$ cat src/hw/rtl/sgpg_div_cell.sv
// One restoring-division step: shifts in a numerator bit, produces one quotient bit.
// Standalone cell; chained by the top level. No package dependencies.
module sgpg_div_cell #(
    parameter int NW = 32,
    parameter int DW = 16,
    parameter int SW = 1
) (
    input  logic          i_clk,
    input  logic [NW-1:0] i_num,
    input  logic [DW-1:0] i_rem,
    input  logic [NW-1:0] i_quo,
    input  logic [DW-1:0] i_den,
    input  logic [SW-1:0] i_side,
    output logic [NW-1:0] o_num,
    output logic [DW-1:0] o_rem,
    output logic [NW-1:0] o_quo,
    output logic [DW-1:0] o_den,
    output logic [SW-1:0] o_side
);
    logic [DW:0]   trial;
    logic [DW:0]   diff;
    logic          ge;
    logic [NW-1:0] n_num, n_quo;
    logic [DW-1:0] n_rem;
    logic [NW-1:0] r_num, r_quo;
    logic [DW-1:0] r_rem, r_den;
    logic [SW-1:0] r_side;

    always_comb begin
        trial = {i_rem, i_num[NW-1]};
        diff  = trial - {1'b0, i_den};
        ge    = (trial >= {1'b0, i_den});
        n_rem = ge ? diff[DW-1:0] : trial[DW-1:0];
        n_quo = {i_quo[NW-2:0], ge};
        n_num = {i_num[NW-2:0], 1'b0};
    end

    always_ff @(posedge i_clk) begin
        r_num  <= n_num;
        r_rem  <= n_rem;
        r_quo  <= n_quo;
        r_den  <= i_den;
        r_side <= i_side;
    end

    assign o_num  = r_num;
    assign o_rem  = r_rem;
    assign o_quo  = r_quo;
    assign o_den  = r_den;
    assign o_side = r_side;
endmodule

$ cat config.mk
export PLATFORM = sky130hd
export DESIGN_NAME = sgpg_div_cell
export DESIGN_NICKNAME = d
export VERILOG_FILES = /design/src/hw/rtl/sgpg_div_cell.sv
export SDC_FILE = /design/constraint.sdc
export NUM_CORES = 1
export LEC_CHECK = 0
export ABC_AREA = 0
export BUFFER_PORTS_ARGS = -buffer_cell sky130_fd_sc_hd__buf_4
export CORE_MARGIN = 2
export CORE_UTILIZATION = 42
export DETAILED_ROUTE_END_ITERATION = 7
export PLACE_DENSITY = 0.79
export SYNTH_ARGS = -nofsm -noshare
export SYNTH_HDL_FRONTEND = slang
export SYNTH_SLANG_ARGS = --single-unit
$ cat constraint.sdc
create_clock -name i_clk -period 2.8 [get_ports i_clk]
set_input_delay 0.56 -clock i_clk [delete_from_list [all_inputs] [get_ports i_clk]]
set_output_delay 0.56 -clock i_clk [all_outputs]
set_load 0.02 [all_outputs]
==> metrics list, run 1 <==
* Via density per instance: 4.58
- Area delta synth->final: 59.6%
- Number of hold-repair buffers added at the cts stage: 0
* Syn Area/Cell: 12.2 um2
- Post-synth net total: 368
* Most used standard cells in the synthesized netlist: dfxtp_1 (96), inv_1 (22), ha_1 (16)
* Placed Instances: 549
- Antenna violations before repair: 0
- Core utilization of the finished layout: 68.5%
* Time the worst path needs with I/O delays and setup: 2370 ps
* Total length of routed wires: 8740 um
- CTS Sinks: 96
* Share of the yosys chip area belonging to registers: 62.4%
* Portion of synthesized cell area occupied by the leading cell type: 62.4%
- Cell type contributing the most total cell area after synthesis: dfxtp_1
- Endpoints failing setup: 0
- Crit Path Max Fanout: 4
- Setup total negative slack on the finished layout was measured at 0 ps.
- For the pin with the worst max-slew slack, the measured transition is 521 ps.
- In this run, the clock network consumes 30.0% of the power.
* Number of remaining DRC errors: 0
- The first TritonRoute pass finished after 4 iterations.
- Switching Share: 28.3%
* DR iter-0 viols: 50
- Leading cell types by total area after synthesis: dfxtp_1 (62%), ha_1 (6.5%), mux2_4 (2.9%)
- Category of the worst setup path capture point: register
- # IOs: 195
- Max Clk Rate: 0.421 GHz
- Antenna Violating Nets Remaining: 0
* Required @ worst endpoint: 3040 ps
- The max-slew violation total from the final report was 0.
- Worst IR drop on VDD: 336 uV
- In this run, synthesis inferred 0 flip-flops with an integrated enable.
- STA classifies the critical path startpoint as an input pin.
* Routed via count: 2587
* Internal power: 0.00228 W
- The number of setup buffers added after CTS is 0.
* Overall global routing resource usage: 20.6%
* Most common cell in the synthesized netlist: dfxtp_1
- In this design, the stage delay of the slowest critical-path cell is 400 ps.
- Warning count from the yosys run: 0
* Routed length per instance: 15.5 um
* Largest net degree at the start of global routing: 20
- Post-synthesis cell area: 3080 um2
- Starting density of the core: 42.9%
* Number of CTS-inserted buffers: 9
- Most frequently used flop master after synthesis: dfxtp_1
- CTS built an H-tree with a depth of 3.
* Fraction of synthesis flops using an asynchronous set or reset pin: 0%
- The signal on the critical path passes through buf_4 -> inv_1 -> ha_1 -> fa_1 -> nor2b_1 -> o31ai_1 -> a211oi_1 -> buf_4 -> nor2_1 -> a32o_1 -> o31a_1.
- Most frequent cell on the critical path: buf_4
* Cell with the largest stage delay on the worst path: fa_1
* CTS resizes: 0
- The first global-routing pass estimated 12200 um of wire.
* Final Worst Setup Slack: 427 ps
- Setup repair after global routing left no endpoint under its margin.
* Clock transition at the registers of the reported paths: 100 ps
* Fraction of the cycle the final worst path needs: 84.7%
* Post-Syn Instances: 253
- In this run the tightest slew margin relative to its limit is 64.9%.
- Layout Nets: 576
* Comb power frac: 22.8%
- Die area: 8030 um2
* Root buffer selected by CTS: clkbuf_8
* Total leakage power: 2.46 nW
- The die is 89.6 um tall.
- For this run, the number of standard cells in the final layout without fillers is 565.
- Power density cells: 649 nW/um2
* Die W: 89.6 um
- Category of the most critical setup path: input pin to register
- Number of inserted diodes: 0
* Clk buf depth: 2
- Summed over all nets, the switching power comes to 0.000903 W.
- IO Port Bufs: 192
- TritonCTS clock tree: yes
- Final-report hold violation count: 0
- After legalization and detailed placement, the total HPWL measured 6970 um.
- Worst hold path type: input pin to register
- Run status: complete, no violations
* Total of flip-flops plus latches after synthesis: 96
* Last weighted congestion value of the routability-driven placer: 0.915
- Final hold slack: 298 ps
* Fraction of final layout cells with drive strength greater than 1: 50.6%
* Number of global-route vias before repair: 2373
- Seq pwr share: 47.2%
- Arrival time of the worst setup path: 2610 ps
* Max-cap viol count: 0
- Prior to clock tree synthesis, the placed netlist has a worst setup slack of 68.3 ps.
* Number of placement rows: 31
* Floorplan Core Area: 7180 um2
* Unique masters post-synth: 40
* Total overflow reported by the global router: 0
state kept, by name (all words and copies together) (netlist names):
register,flops
o_rem,16
o_side,1
o_num,31
o_den,16
o_quo,32
per-layer routing:
metal / vias to the layer above / track usage, % / share of wire [%]
li1: 1273 / - / -
met1: 1178 / 20.1 / 32
met2: 124 / 38.2 / 53
met3: 12 / 10.1 / 13
met4: 0 / 6.24 / 1.7
met5: - / 0 / 0
final timing paths:
check	startpoint	to	slack (ps)	depth (start not counted)
worst max-delay path	i_num[31]	o_rem[12]$_DFF_P_	430	11
worst min-delay path	i_num[8]	o_num[9]$_DFF_P_	300	1
power groups by stage:
stage          sequential [W]  clock, W  combinational (W)
3_3_place_gp          0.00153         0           0.000713
5_1_grt               0.00151   0.00104           0.000777
2_1_floorplan         0.00168         0           0.000240
6_report              0.00150  0.000958           0.000725
4_1_cts               0.00151  0.000991           0.000729
3_5_place_dp          0.00154         0           0.000726
area by class of cell:
class | count | area [um2]
Clock inverter | 7 | 97.6
Fill cell | 534 | 2260
Tap cell | 99 | 124
Sequential cell | 96 | 1920
Clock buffer | 9 | 124
Multi-Input combinational cell | 130 | 1030
Timing Repair Buffer | 202 | 1530
Inverter | 22 | 82.6
worst max-delay path, delay by kind of cell:
family          cells  cell delay, ps
compound gates      4             880
fa+ha+maj           2             610
buf+inv             3             280
simple gates        2             260
layout by cell type (no fill, tap or decap), drive strengths merged, types with 2 or more instances in the layout:
cell    Yosys  routed
ha         16      16
o211ai      2       2
nand3       3       3
mux2       13      13
nor2       12      12
o31a        2       2
a211oi      5       5
nor2b       3       3
xnor2       6       6
inv        22      25
a21oi      14      14
clkinv      0       3
buf         4     202
a21boi      2       2
o21a        3       3
a21o        7       7
clkbuf      1       9
o21ai      13      13
mux2i       2       2
xor2        3       3
nand4       3       3
nand2       8       8
dfxtp      96      96
kinds of logic after synthesis:
| logic type | count (synthesis) | share of synthesized area, % |
|---|---|---|
| XOR/XNOR | 9 | 2.56 |
| flip-flops | 96 | 62.4 |
| multiplexers | 15 | 6.14 |
| AO/OA/AOI/OAI | 55 | 12.3 |
| other | 1 | 0.122 |
| AND/OR/NAND/NOR | 33 | 5.37 |
| buffers and inverters | 27 | 3.94 |
| adder cells (fa/ha/maj) | 17 | 7.15 |
through the flow:
stage | power, W | area, um2
floorplan | 0.00192 | 3080
global placement | 0.00225 | 4690
detailed placement | 0.00226 | 4690
CTS | 0.00323 | 4910
global route | 0.00333 | 4910
finish | 0.00319 | 4910
Power figures use the tool's default switching activity.
==> inputs of run 2 (changes only) <==
- clock period: 2.8 -> 2.23 ns (I/O delays scaled with it)
==> metrics list, run 2 (synthesized netlist as in run 1, its figures left out) <==
* Unrepaired setup endpoints after global routing: no
- Required @ worst endpoint: 2480 ps
* Category of the worst setup path capture point: register
- Leaving out fill and tap cells, the most frequent cell in the layout is buf_4.
- For this run, the post-layout net count is 603.
* Remaining max-slew budget at the tightest pin: 64.6%
* Overall global routing resource usage: 21.4%
- Antenna Violating Nets Remaining: 0
- Setup violations remaining at the end of the flow were counted as 0.
- In this run the horizontal extent of the chip is 89.6 um.
- Routed length per instance: 15.2 um
- Summed over all cells, the static leakage comes to 2.58 nW.
* Area delta synth->final: 69.9%
- Number of hold-repair buffers added at the cts stage: 0
- Total overflow reported by the global router: 0
- Crit Path Max Fanout: 3
- Number of placement rows: 31
* Most frequent cell on the critical path: buf_4
- In the routed design, unresolved DRC markers number 0.
- Buffers inserted during clock tree synthesis total 9.
- Final hold slack: 180 ps
- Placed Instances: 574
- First-pass GRT wire length: 12800 um
- The placed instances occupy a cell area of 5010 um2.
* Internal power: 0.00285 W
* # IOs: 195
* Max-cap viol count: 0
* Slew @ Worst Pin: 526 ps
* IO Port Bufs: 192
- Power density cells: 767 nW/um2
- Cell with the largest stage delay on the worst path: fa_2
- After filler insertion, the fill cell instance count of the layout stands at 487.
- At the worst endpoint, the arrival time is 2400 ps.
- Clk buf depth: 2
- Post-detail-place hpwl: 7350 um
- Derived from the worst setup path, the maximum achievable clock frequency is 0.466 GHz.
- Before antenna repair, the detailed router went through 4 iterations.
* Clock group share of total power: 27.6%
- After the first detailed-routing iteration, the DRC count stood at 58.
- Root buffer selected by CTS: clkbuf_8
* Category of the most critical setup path: input pin to register
- Via density per instance: 4.51
- Routed via count: 2670
- The clock drives 96 sinks.
- Seq pwr share: 47.2%
* Starting density of the core: 42.9%
* Power spent charging and discharging nets: 0.00116 W
- Max-slew violations: 0
* Comb power frac: 25.2%
- Endpoint of the worst setup timing path: o_rem[12]$_DFF_P_
- IR analysis of the VDD net gives a maximum drop of 339 uV.
* Last weighted congestion value of the routability-driven placer: 0.903
* Depth of the CTS H-tree: 3
- Run status: complete, no violations
- After clock tree synthesis, the clock-pin slew on the worst setup and hold paths is 100 ps.
- In this run the vertical extent of the chip is 89.6 um.
* Core utilization of the finished layout: 72.9%
- The die covers 8030 um2.
- Worst hold path type: input pin to register
* Setup crit start: i_num[31]
* Time the worst path needs with I/O delays and setup: 2150 ps
- Floorplan Core Area: 7180 um2
- Entering global routing, the biggest net connects 19 pins.
- Area used by sequential logic in the layout: 1920 um2
- Number of global-route vias before repair: 2618
- Combined area of the multi-input logic cells: 1160 um2
- Type of element launching the critical path: input pin
- Cell Chain, Critical Path: buf_4 -> inv_1 -> ha_1 -> fa_2 -> nor2b_2 -> o31ai_2 -> a211oi_2 -> buf_4 -> nor2_2 -> a32o_1 -> o31a_1
- Fraction of final layout cells with drive strength greater than 1: 56.8%
- Most frequent cells in the layout: buf_4 (228), dfxtp_1 (96), inv_1 (20)
- Excluding fillers, the count of instances in the completed layout stands at 592.
* TritonCTS clock tree: yes
- Largest register FFs: 32
- Fraction of the cycle the final worst path needs: 96.2%
- After routing the design area is 5230 um2.
* Total length of routed wires: 9010 um
* Final-report hold violation count: 0
* Delay of the slowest cell on the worst path: 370 ps
- The number of antenna diodes in the final layout is 0.
- The initial antenna violation count is 0.
* Switching Share: 28.9%
run 2: worst max-delay path: cells and delay by family:
family | cells | cell delay (ps)
fa+ha+maj | 2 | 590
simple gates | 2 | 240
buf+inv | 3 | 280
compound gates | 4 | 830
run 2: worst min path at each step:
stage               startpoint                end  slack (ps)  depth (start not counted)
floorplan             i_den[0]   o_den[0]$_DFF_P_         470                          0
global placement     i_num[17]  o_num[18]$_DFF_P_         550                          1
detailed placement   i_num[26]  o_num[27]$_DFF_P_         550                          1
CTS                  i_quo[17]  o_quo[18]$_DFF_P_         170                          1
global route         i_quo[17]  o_quo[18]$_DFF_P_         160                          1
finish               i_quo[17]  o_quo[18]$_DFF_P_         180                          1
run 2: area by class of cell:
class	count	area share, %
Clock buffer	10	2.63
Clock inverter	6	1.10
Inverter	22	1.82
Multi-Input combinational cell	130	22.2
Sequential cell	96	36.8
Tap cell	99	2.37
Timing Repair Buffer	229	33.1
run 2: what timing repair did:
| action | 4_1_cts | 5_1_grt |
|---|---|---|
| buffers inserted | 0 | 2 |
| setup endpoints to repair | 0 | 3 |
| gates resized for setup | 0 | 3 |
| endpoints found under the hold margin | 0 | 0 |
run 2: metal layers:
| metal | global-route usage, % | vias up | routed length [um] |
|---|---|---|---|
| li1 | - | 1326 | - |
| met1 | 22.1 | 1205 | 3230 |
| met2 | 37.8 | 113 | 4510 |
| met3 | 7.95 | 26 | 909 |
| met4 | 11.3 | 0 | 357 |
| met5 | 0 | - | 0 |
run 2: metrics by stage:
stage	setup TNS, ps	setup slack, ps	total power (W)
after global routing	0	14.8	0.00419
after global placement	-2400	-303	0.00292
final	0	83.7	0.00401
after CTS	0	32.4	0.00405
after floorplan	-492	-73.9	0.00245
after detailed placement	-2890	-339	0.00294
run 2: power groups by stage:
| stage | clock [W] | sequential [W] | combinational (W) |
|---|---|---|---|
| after detailed placement | 0 | 0.00193 | 0.00101 |
| after CTS | 0.00114 | 0.00189 | 0.00101 |
| after global routing | 0.00121 | 0.00190 | 0.00108 |
| after global placement | 0 | 0.00193 | 0.000994 |
| final | 0.00111 | 0.00189 | 0.00101 |
| after floorplan | 0 | 0.00211 | 0.000340 |
