$ cat config.mk
export PLATFORM = sky130hd
export DESIGN_NAME = sgpg_sqrt_cell
export DESIGN_NICKNAME = d
export VERILOG_FILES = /design/src/hw/rtl/sgpg_sqrt_cell.sv
export SDC_FILE = /design/constraint.sdc
export NUM_CORES = 1
export LEC_CHECK = 0
export BUFFER_PORTS_ARGS = -buffer_cell sky130_fd_sc_hd__buf_2
export CORE_MARGIN = 1.5
export CORE_UTILIZATION = 45
export DETAILED_ROUTE_END_ITERATION = 10
export GPL_TIMING_DRIVEN = 0
export PLACE_DENSITY = 0.74
export SYNTH_ARGS = -nofsm -noshare
export SYNTH_HDL_FRONTEND = slang
export SYNTH_SLANG_ARGS = --single-unit
export TNS_END_PERCENT = 10
$ cat constraint.sdc
create_clock -name i_clk -period 3.5 [get_ports i_clk]
set_input_delay 0.35 -clock i_clk [delete_from_list [all_inputs] [get_ports i_clk]]
set_output_delay 0.35 -clock i_clk [all_outputs]
set_load 0.01 [all_outputs]
$ cat src/hw/rtl/sgpg_sqrt_cell.sv
// One step of the bitwise integer square root, for a fixed bit position.
// Standalone cell; chained by the top level. No package dependencies.
module sgpg_sqrt_cell #(
    parameter int NW     = 36,
    parameter int BITPOS = 34,
    parameter int SW     = 1
) (
    input  logic          i_clk,
    input  logic [NW-1:0] i_n,
    input  logic [NW-1:0] i_root,
    input  logic [SW-1:0] i_side,
    output logic [NW-1:0] o_n,
    output logic [NW-1:0] o_root,
    output logic [SW-1:0] o_side
);
    localparam logic [NW-1:0] StepBit = NW'(1) << BITPOS;

    logic [NW-1:0] trial;
    logic          ge;
    logic [NW-1:0] n_n, n_root;
    logic [NW-1:0] r_n, r_root;
    logic [SW-1:0] r_side;

    always_comb begin
        trial  = i_root + StepBit;
        ge     = (i_n >= trial);
        n_n    = ge ? (i_n - trial) : i_n;
        n_root = ge ? ((i_root >> 1) + StepBit) : (i_root >> 1);
    end

    always_ff @(posedge i_clk) begin
        r_n    <= n_n;
        r_root <= n_root;
        r_side <= i_side;
    end

    assign o_n    = r_n;
    assign o_root = r_root;
    assign o_side = r_side;
endmodule

==> flow_summary.yaml, run 1 <==
power:
  swShare_pct: 32.4
  clkPwrFrac_pct: 30.1
  power_frac_seq_pct: 39.4
  ir_drop_v: 0.000218
  combPwrFrac_pct: 30.5
  p_int_mw: 1.66
  switchingPower_mw: 0.797
  total_power_mw: 2.46
  p_leak_nw: 2.62
  power_per_cell_area_mw_per_mm2: 480
die:
  row_count: 34
  start_util_pct: 46.3
  die_h_um: 97.8
  core-area_mm2: 0.00872
  die_w_um: 97.8
  ios: 147
  die_area_mm2: 0.00956
clock_network:
  cts_post_setup_buffers_inserted: 0
  clock_sinks: 73
  cts_tree: "yes"
  cts_resized: 0
  clockBufferDepth: 2
  cts-hold-fix-buffers: 0
  htree_levels: 3
  clk_pin_slew_ps: 80
  cts-root-buf: "clkbuf_8"
  cts_buffers: 9
routing:
  drt_wl_total_um: 10300
  drc_errors: 0
  first_iter_violations: 140
  postRouteAntennaNets: 0
  wl_per_cell_um: 13.8
  viasPerCell: 5.19
  vias: 3882
  dr.pass1.iters: 4
synthesis:
  synth_top_area_share_pct: 36.2
  synth_nets: 589
  syn_area_per_cell_um2: 8.45
  netlist_area_mm2: 0.00404
  synth_seq_cells: 73
  synthTopCellsByArea: "dfxtp_1, ha_1, o21ai_0"
  ys_seq_area_share_pct: 36.2
  yosysTopAreaCell: "dfxtp_1"
  ys_warn_count: 0
  synth_edf_count: 0
  netlist_instances: 478
  synthFlopType: "dfxtp_1"
  ys_async_sr_fraction_pct: 0
  synthDistinctLibCells: 57
placement:
  placed_cell_area_mm2: 0.00491
  place_congestion: 0.853
  numPortBuffers: 146
  place_inst: 732
  dp_hpwl_um: 8200
sta:
  fin_tns_setup_ps: 0
  slew-limit-headroom_pct: 62.1
  finalSetupViolCount: 0
  max_freq_mhz: 350
  grt_setup_unrepaired: "false"
  maxSlewViolCount: 0
  worst_slew_pin_slew_ps: 568
  fin_crit_ps: 2850
  hold_viol_final: 0
  period_share_pct: 81.5
min_path:
  hp-start: "i_side"
  hold_path.class: "in -> reg"
  whs_endpoint: "o_side"
  min_path_cells: 1
final_layout:
  utilization_pct: 58.8
  final_area_mm2: 0.00513
  fillers: 823
  syn2layout_area_growth_pct: 26.9
  final_common_cell: "buf_2"
  layout_common_cells: "buf_2, dfxtp_1, nand2_1"
  nets: 746
  final_cells: 748
  drive_gt1_share_pct: 28.7
  n_antenna_cell: 0
setup_path:
  crit_path_end_kind: "flop"
  critical_path_arrival_ps: 3070
  start_kind: "input port"
  critPathRequiredTime_ps: 3710
  path_class: "in -> reg"
  path_max_fanout: 10
global_routing:
  grt_util_all_layers_pct: 21.9
  grt_pass1_vias: 3764
  antenna_found_initial: 0
  grt_pass1_wl_um: 17100
  grt_max_degree: 14
  overflow: 0
job:
  max-cap-violations: 0
outcome:
  status: "complete, no violations"
how the worst max path moves through the flow:
stage,slack (ps),endpoint,startpoint,cells after the start
floorplan,860,o_n[31],i_n[0],12
global placement,300,o_n[31],i_n[0],13
detailed placement,320,o_n[31],i_n[0],13
CTS,660,o_n[31],i_n[0],13
global route,440,o_n[31],i_root[22],12
finish,650,o_n[31],i_n[0],13
layer usage:
metal / track usage [%] / vias to the layer above / wire [um]
met5: 0 / - / 0
met2: 36.4 / 104 / 4850
met1: 28.3 / 1777 / 4800
met4: 7.69 / 0 / 151
met3: 4.37 / 13 / 531
li1: - / 1988 / -
worst max-delay path, cell delays in order:
cell       delay, ps
buf_2             90
inv_1             30
ha_1             210
fa_1             400
nand2b_1         180
a21o_1           220
a211oi_1         290
o21ai_1          170
a31oi_2          280
o21ai_1          140
buf_2            220
a2111oi_2        390
a221oi_1         110
per-stage QoR:
step,hold slack [ps],setup WS [ps]
5_1_grt,78.8,435
3_5_place_dp,456,316
4_1_cts,82.0,658
2_1_floorplan,378,863
3_3_place_gp,452,300
6_report,90.9,647
layout make-up:
type | count | area (um^2) | share of cell area (%)
Inverter | 48 | 180 | 3.51
Buffer | 16 | 82.6 | 1.61
Tap cell | 108 | 135 | 2.64
Timing Repair Buffer | 146 | 731 | 14.3
Clock inverter | 6 | 92.6 | 1.81
Sequential cell | 73 | 1460 | 28.5
Multi-Input combinational cell | 341 | 2320 | 45.2
Clock buffer | 10 | 128 | 2.49
cell families (layout without fill, tap and decap cells):
kind of cell / after synthesis / in the layout / share of synthesized area (%)
compound gates: 155 / 155 / 25.0
xor+xnor: 31 / 31 / 6.72
fa+ha+maj: 37 / 37 / 11.6
buf+inv: 64 / 226 / 6.50
flops: 73 / 73 / 36.2
simple gates: 118 / 118 / 14.0
cells in the mapped netlist, types with 2 or more instances:
library cell,instances
dfxtp_1,73
nand2_1,52
inv_1,48
o21ai_0,41
a21oi_1,39
ha_1,36
xnor2_1,19
a21o_1,18
nor2_1,17
xor2_1,12
o21ai_1,9
and2_1,7
nand2b_1,7
and3_1,6
buf_2,6
clkbuf_1,6
nand3_1,6
nand4_1,6
o211ai_1,6
a31oi_1,5
buf_4,4
nor2b_1,4
nor3_1,4
o21bai_1,4
o21a_1,3
a2111o_1,2
a21boi_0,2
a41oi_1,2
nor3b_1,2
o2111ai_1,2
o221a_2,2
o31ai_1,2
or2_2,2
flip-flops by register name, indices dropped and copies added (netlist names):
| signal | cells |
|---|---|
| o_side | 1 |
| o_n | 36 |
| o_root | 36 |
power by group through the flow:
stage / Clock, mW / Sequential [mW] / Combinational (mW)
floorplan: 0 / 1.05 / 0.419
global placement: 0 / 0.987 / 0.738
detailed placement: 0 / 0.989 / 0.750
CTS: 0.754 / 0.971 / 0.754
global route: 0.791 / 0.980 / 0.839
finish: 0.740 / 0.969 / 0.751
Note: power is estimated with default switching activity, not from simulation.
==> run 2: changes to the inputs <==
==> constraint.sdc (replaced) <==
create_clock -name i_clk -period 2.7 [get_ports i_clk]
set_input_delay 0.27 -clock i_clk [delete_from_list [all_inputs] [get_ports i_clk]]
set_output_delay 0.27 -clock i_clk [all_outputs]
set_load 0.01 [all_outputs]
==> flow_summary.yaml, run 2 (synthesis results as in run 1) <==
power:
  power_frac_seq_pct: 39.2
  swShare_pct: 32.6
  power_per_cell_area_mw_per_mm2: 617
  clkPwrFrac_pct: 29.9
  p_leak_nw: 2.64
  combPwrFrac_pct: 30.9
  total_power_mw: 3.21
  p_int_mw: 2.16
  switchingPower_mw: 1.04
  ir_drop_v: 0.000284
sta:
  fin_crit_ps: 2550
  finalSetupViolCount: 0
  grt_setup_unrepaired: "false"
  slew-limit-headroom_pct: 60.5
  fin_tns_setup_ps: 0
  max_freq_mhz: 392
  worst_slew_pin_slew_ps: 587
  maxSlewViolCount: 0
  hold_viol_final: 0
  period_share_pct: 94.6
placement:
  place_congestion: 0.853
  numPortBuffers: 146
  dp_hpwl_um: 8200
setup_path:
  critPathRequiredTime_ps: 2930
  path_class: "in -> reg"
  path_cells: "buf_2 > inv_1 > ha_1 > fa_1 > nand2b_1 > a21o_1 > a211oi_2 > o21ai_2 > a31oi_4 > o21ai_1 > buf_4 > a2111oi_4 > a221oi_1"
  critical_path_arrival_ps: 2780
  start_kind: "input port"
  crit_path_end_kind: "flop"
  slowest_delay_ps: 400
  path_max_fanout: 10
  slowest_stage: "fa_1"
routing:
  vias: 3868
  viasPerCell: 5.17
  drc_errors: 0
  postRouteAntennaNets: 0
  wl_per_cell_um: 13.9
  dr.pass1.iters: 4
  drt_wl_total_um: 10400
  first_iter_violations: 128
global_routing:
  antenna_found_initial: 0
  grtUsageMet3_pct: 4.37
  grt_max_degree: 14
  grt_pass1_vias: 3774
  grt_most_used_layer: "met2"
  grt_util_all_layers_pct: 21.9
  use_met2_pct: 36.6
  grt_pass1_wl_um: 17100
  grt_use_met1_pct: 28.1
  overflow: 0
final_layout:
  drive_gt1_share_pct: 29.7
  nets: 746
  syn2layout_area_growth_pct: 28.7
  layout_common_cells: "buf_2, dfxtp_1, nand2_1"
  utilization_pct: 59.6
  fillers: 811
  final_common_cell: "buf_2"
  n_antenna_cell: 0
clock_network:
  htree_levels: 3
  clockBufferDepth: 2
  clock_sinks: 73
  cts_post_setup_buffers_inserted: 0
  cts_tree: "yes"
  cts_buffers: 9
  cts-root-buf: "clkbuf_8"
  clk_pin_slew_ps: 80
die:
  die_h_um: 97.8
  die_w_um: 97.8
  core-area_mm2: 0.00872
  row_count: 34
  start_util_pct: 46.3
  ios: 147
  die_area_mm2: 0.00956
min_path:
  hold_path.class: "in -> reg"
outcome:
  status: "complete, no violations"
job:
  max-cap-violations: 0
## run 2: path summary, 6_finish.rpt
| check | start | to | depth (start not counted) |
|---|---|---|---|
| max | i_n[0] | o_n[31] | 13 |
| min | i_root[10] | o_root[9] | 1 |
## run 2: cell type report
type | count | area, um^2 | area share [%]
Multi-Input combinational cell | 341 | 2380 | 45.8
Sequential cell | 73 | 1460 | 28.1
Timing Repair Buffer | 147 | 741 | 14.2
Inverter | 48 | 180 | 3.47
Tap cell | 108 | 135 | 2.60
Clock buffer | 10 | 128 | 2.45
Clock inverter | 6 | 92.6 | 1.78
Buffer | 15 | 82.6 | 1.59
## run 2: stage by stage
stage	hold slack, ps	setup WS [ps]	std cells	area, um^2
6_report	15.8	147	748	5200
5_1_grt	4.24	3.01	748	5200
4_1_cts	1.96	52.8	748	5140
3_5_place_dp	376	-404	732	4910
3_3_place_gp	372	-420	732	4910
2_1_floorplan	298	143	478	4040
## run 2: repair_timing
action,in CTS,in global routing
pin swaps,1,1
hold buffers,0,1
hold endpoints to repair,0,1
endpoints found under the setup margin,2,38
gates resized for setup,3,9
## run 2: worst max-delay path: cells and delay by family
family	cells	cell delay [ps]
AOI/OAI and AO/OA	7	1380
adders and majority gates	2	610
buffers and inverters	3	340
and+or+nand+nor	1	180
## run 2: power groups by stage
stage	sequential [mW]	combinational, mW	clock, mW
floorplan	1.36	0.543	0
global placement	1.28	0.957	0
detailed placement	1.28	0.972	0
finish	1.26	0.991	0.959
CTS	1.26	0.980	0.977
global route	1.27	1.10	1.02
## run 2: routing by layer
layer  share of wire (%)  wire [um]
met2                  48       4960
met4                0.70         73
met5                   0          0
met3                 5.1        534
met1                  46       4810
==> run 3: changes to the inputs <==
--- a/config.mk
+++ b/config.mk
@@ -11,6 +11,7 @@
 export DETAILED_ROUTE_END_ITERATION = 10
 export GPL_TIMING_DRIVEN = 0
 export PLACE_DENSITY = 0.74
+export RECOVER_POWER = 50
 export SYNTH_ARGS = -nofsm -noshare
 export SYNTH_HDL_FRONTEND = slang
 export SYNTH_SLANG_ARGS = --single-unit
==> constraint.sdc (replaced) <==
create_clock -name i_clk -period 2.7 [get_ports i_clk]
set_input_delay 0.27 -clock i_clk [delete_from_list [all_inputs] [get_ports i_clk]]
set_output_delay 0.27 -clock i_clk [all_outputs]
set_load 0.05 [all_outputs]
==> flow_summary.yaml, run 3 (synthesis results as in run 1) <==
outcome:
  status: "complete, no violations"
final_layout:
  multiInputGateArea_mm2: 0.00238
  fillers: 842
  utilization_pct: 58.9
  final_cells: 748
  nets: 746
  layout_common_cells: "buf_2, dfxtp_1, clkbuf_1"
  final_area_mm2: 0.00514
  n_antenna_cell: 0
  syn2layout_area_growth_pct: 27.2
  register_area_mm2: 0.00146
  drive_gt1_share_pct: 22.2
  final_common_cell: "buf_2"
clock_network:
  cts-root-buf: "clkbuf_8"
  htree_levels: 3
  clock_sinks: 73
  cts_post_setup_buffers_inserted: 0
  clockBufferDepth: 2
  clk_pin_slew_ps: 80
  cts_tree: "yes"
  cts_buffers: 9
sta:
  layout_setup_ws_ps: 149
  maxSlewViolCount: 0
  period_share_pct: 94.5
  slew-limit-headroom_pct: 59.5
  hold_ws_ps: 16.7
  max_freq_mhz: 392
  fin_tns_setup_ps: 0
  grt_setup_unrepaired: "false"
  finalSetupViolCount: 0
  worst_slew_pin_slew_ps: 610
  fin_crit_ps: 2550
  hold_viol_final: 0
routing:
  viasPerCell: 5.20
  dr.pass1.iters: 5
  drt_wl_total_um: 10400
  vias: 3886
  wl_per_cell_um: 13.8
  postRouteAntennaNets: 0
  first_iter_violations: 120
  drc_errors: 0
setup_path:
  crit_path_end_kind: "flop"
  critPathRequiredTime_ps: 2930
  start_kind: "input port"
  path_max_fanout: 10
  startpoint: "i_n[0]"
  path_class: "in -> reg"
  critical_path_arrival_ps: 2780
min_path:
  min_path_cells: 1
  hold_path.class: "in -> reg"
  hp-start: "i_root[10]"
power:
  p_leak_nw: 2.51
  p_int_mw: 2.14
  power_per_cell_area_mw_per_mm2: 706
  swShare_pct: 41.0
  clkPwrFrac_pct: 26.4
  ir_drop_v: 0.000325
  power_frac_seq_pct: 34.7
  total_power_mw: 3.63
  combPwrFrac_pct: 38.9
  switchingPower_mw: 1.49
die:
  die_area_mm2: 0.00956
  row_count: 34
  core-area_mm2: 0.00872
  ios: 147
  start_util_pct: 46.3
  die_h_um: 97.8
  die_w_um: 97.8
global_routing:
  grt_util_all_layers_pct: 21.9
  overflow: 0
  grt_max_degree: 14
  grt_pass1_vias: 3774
  antenna_found_initial: 0
  grt_pass1_wl_um: 17100
job:
  max-cap-violations: 0
placement:
  dp_hpwl_um: 8200
  place_congestion: 0.853
  place_inst: 732
  numPortBuffers: 146
  place_ws_ps: -404
  placed_cell_area_mm2: 0.00491
run 3: changes by cell type in the layout (fill, tap and decap cells not counted), sizes merged:
cell,change
buf,-48
clkbuf,+48
run 3: cell type report:
class                           instances  area share (%)
Inverter                               48            3.51
Clock buffer                           10            2.48
Timing Repair Buffer                  147            13.2
Buffer                                 15            1.61
Multi-Input combinational cell        341            46.3
Clock inverter                          6            1.80
Sequential cell                        73            28.4
Tap cell                              108            2.63
run 3: critical path, cell delays in order:
cell and delay [ps]:
buf_2 90, inv_1 30, ha_1 210, fa_1 400, nand2b_1 180, a21o_1 230, a211oi_2 260, o21ai_2 130
a31oi_4 210, o21ai_1 130, buf_4 220, a2111oi_4 320, a221oi_1 100
run 3: path summary, 6_finish.rpt:
check / endpoint / slack [ps]
worst max-delay path: o_n[31] / 150
worst min-delay path: o_root[9] / 20
run 3: power by group through the flow:
stage	registers [mW]	logic [mW]	clock network, mW
after floorplan	1.81	0.543	0
after global placement	1.28	1.40	0
after detailed placement	1.28	1.42	0
after CTS	1.26	1.42	0.977
after global routing	1.27	1.53	1.02
final	1.26	1.41	0.959
run 3: what timing repair did:
action | 4_1_cts | 5_1_grt
endpoints found under the setup margin | 2 | 38
pin swaps | 1 | 1
hold buffers | 0 | 1
resized for setup | 3 | 9
hold endpoints to repair | 0 | 1
run 3: per-layer routing:
layer | wire [um] | global-route usage, % | up-vias | share of wire (%)
met4 | 176 | 7.69 | 0 | 1.7
met3 | 571 | 4.37 | 17 | 5.5
met2 | 4860 | 36.6 | 113 | 47
met1 | 4750 | 28.1 | 1774 | 46
met5 | 0 | 0 | - | 0
li1 | - | - | 1982 | -
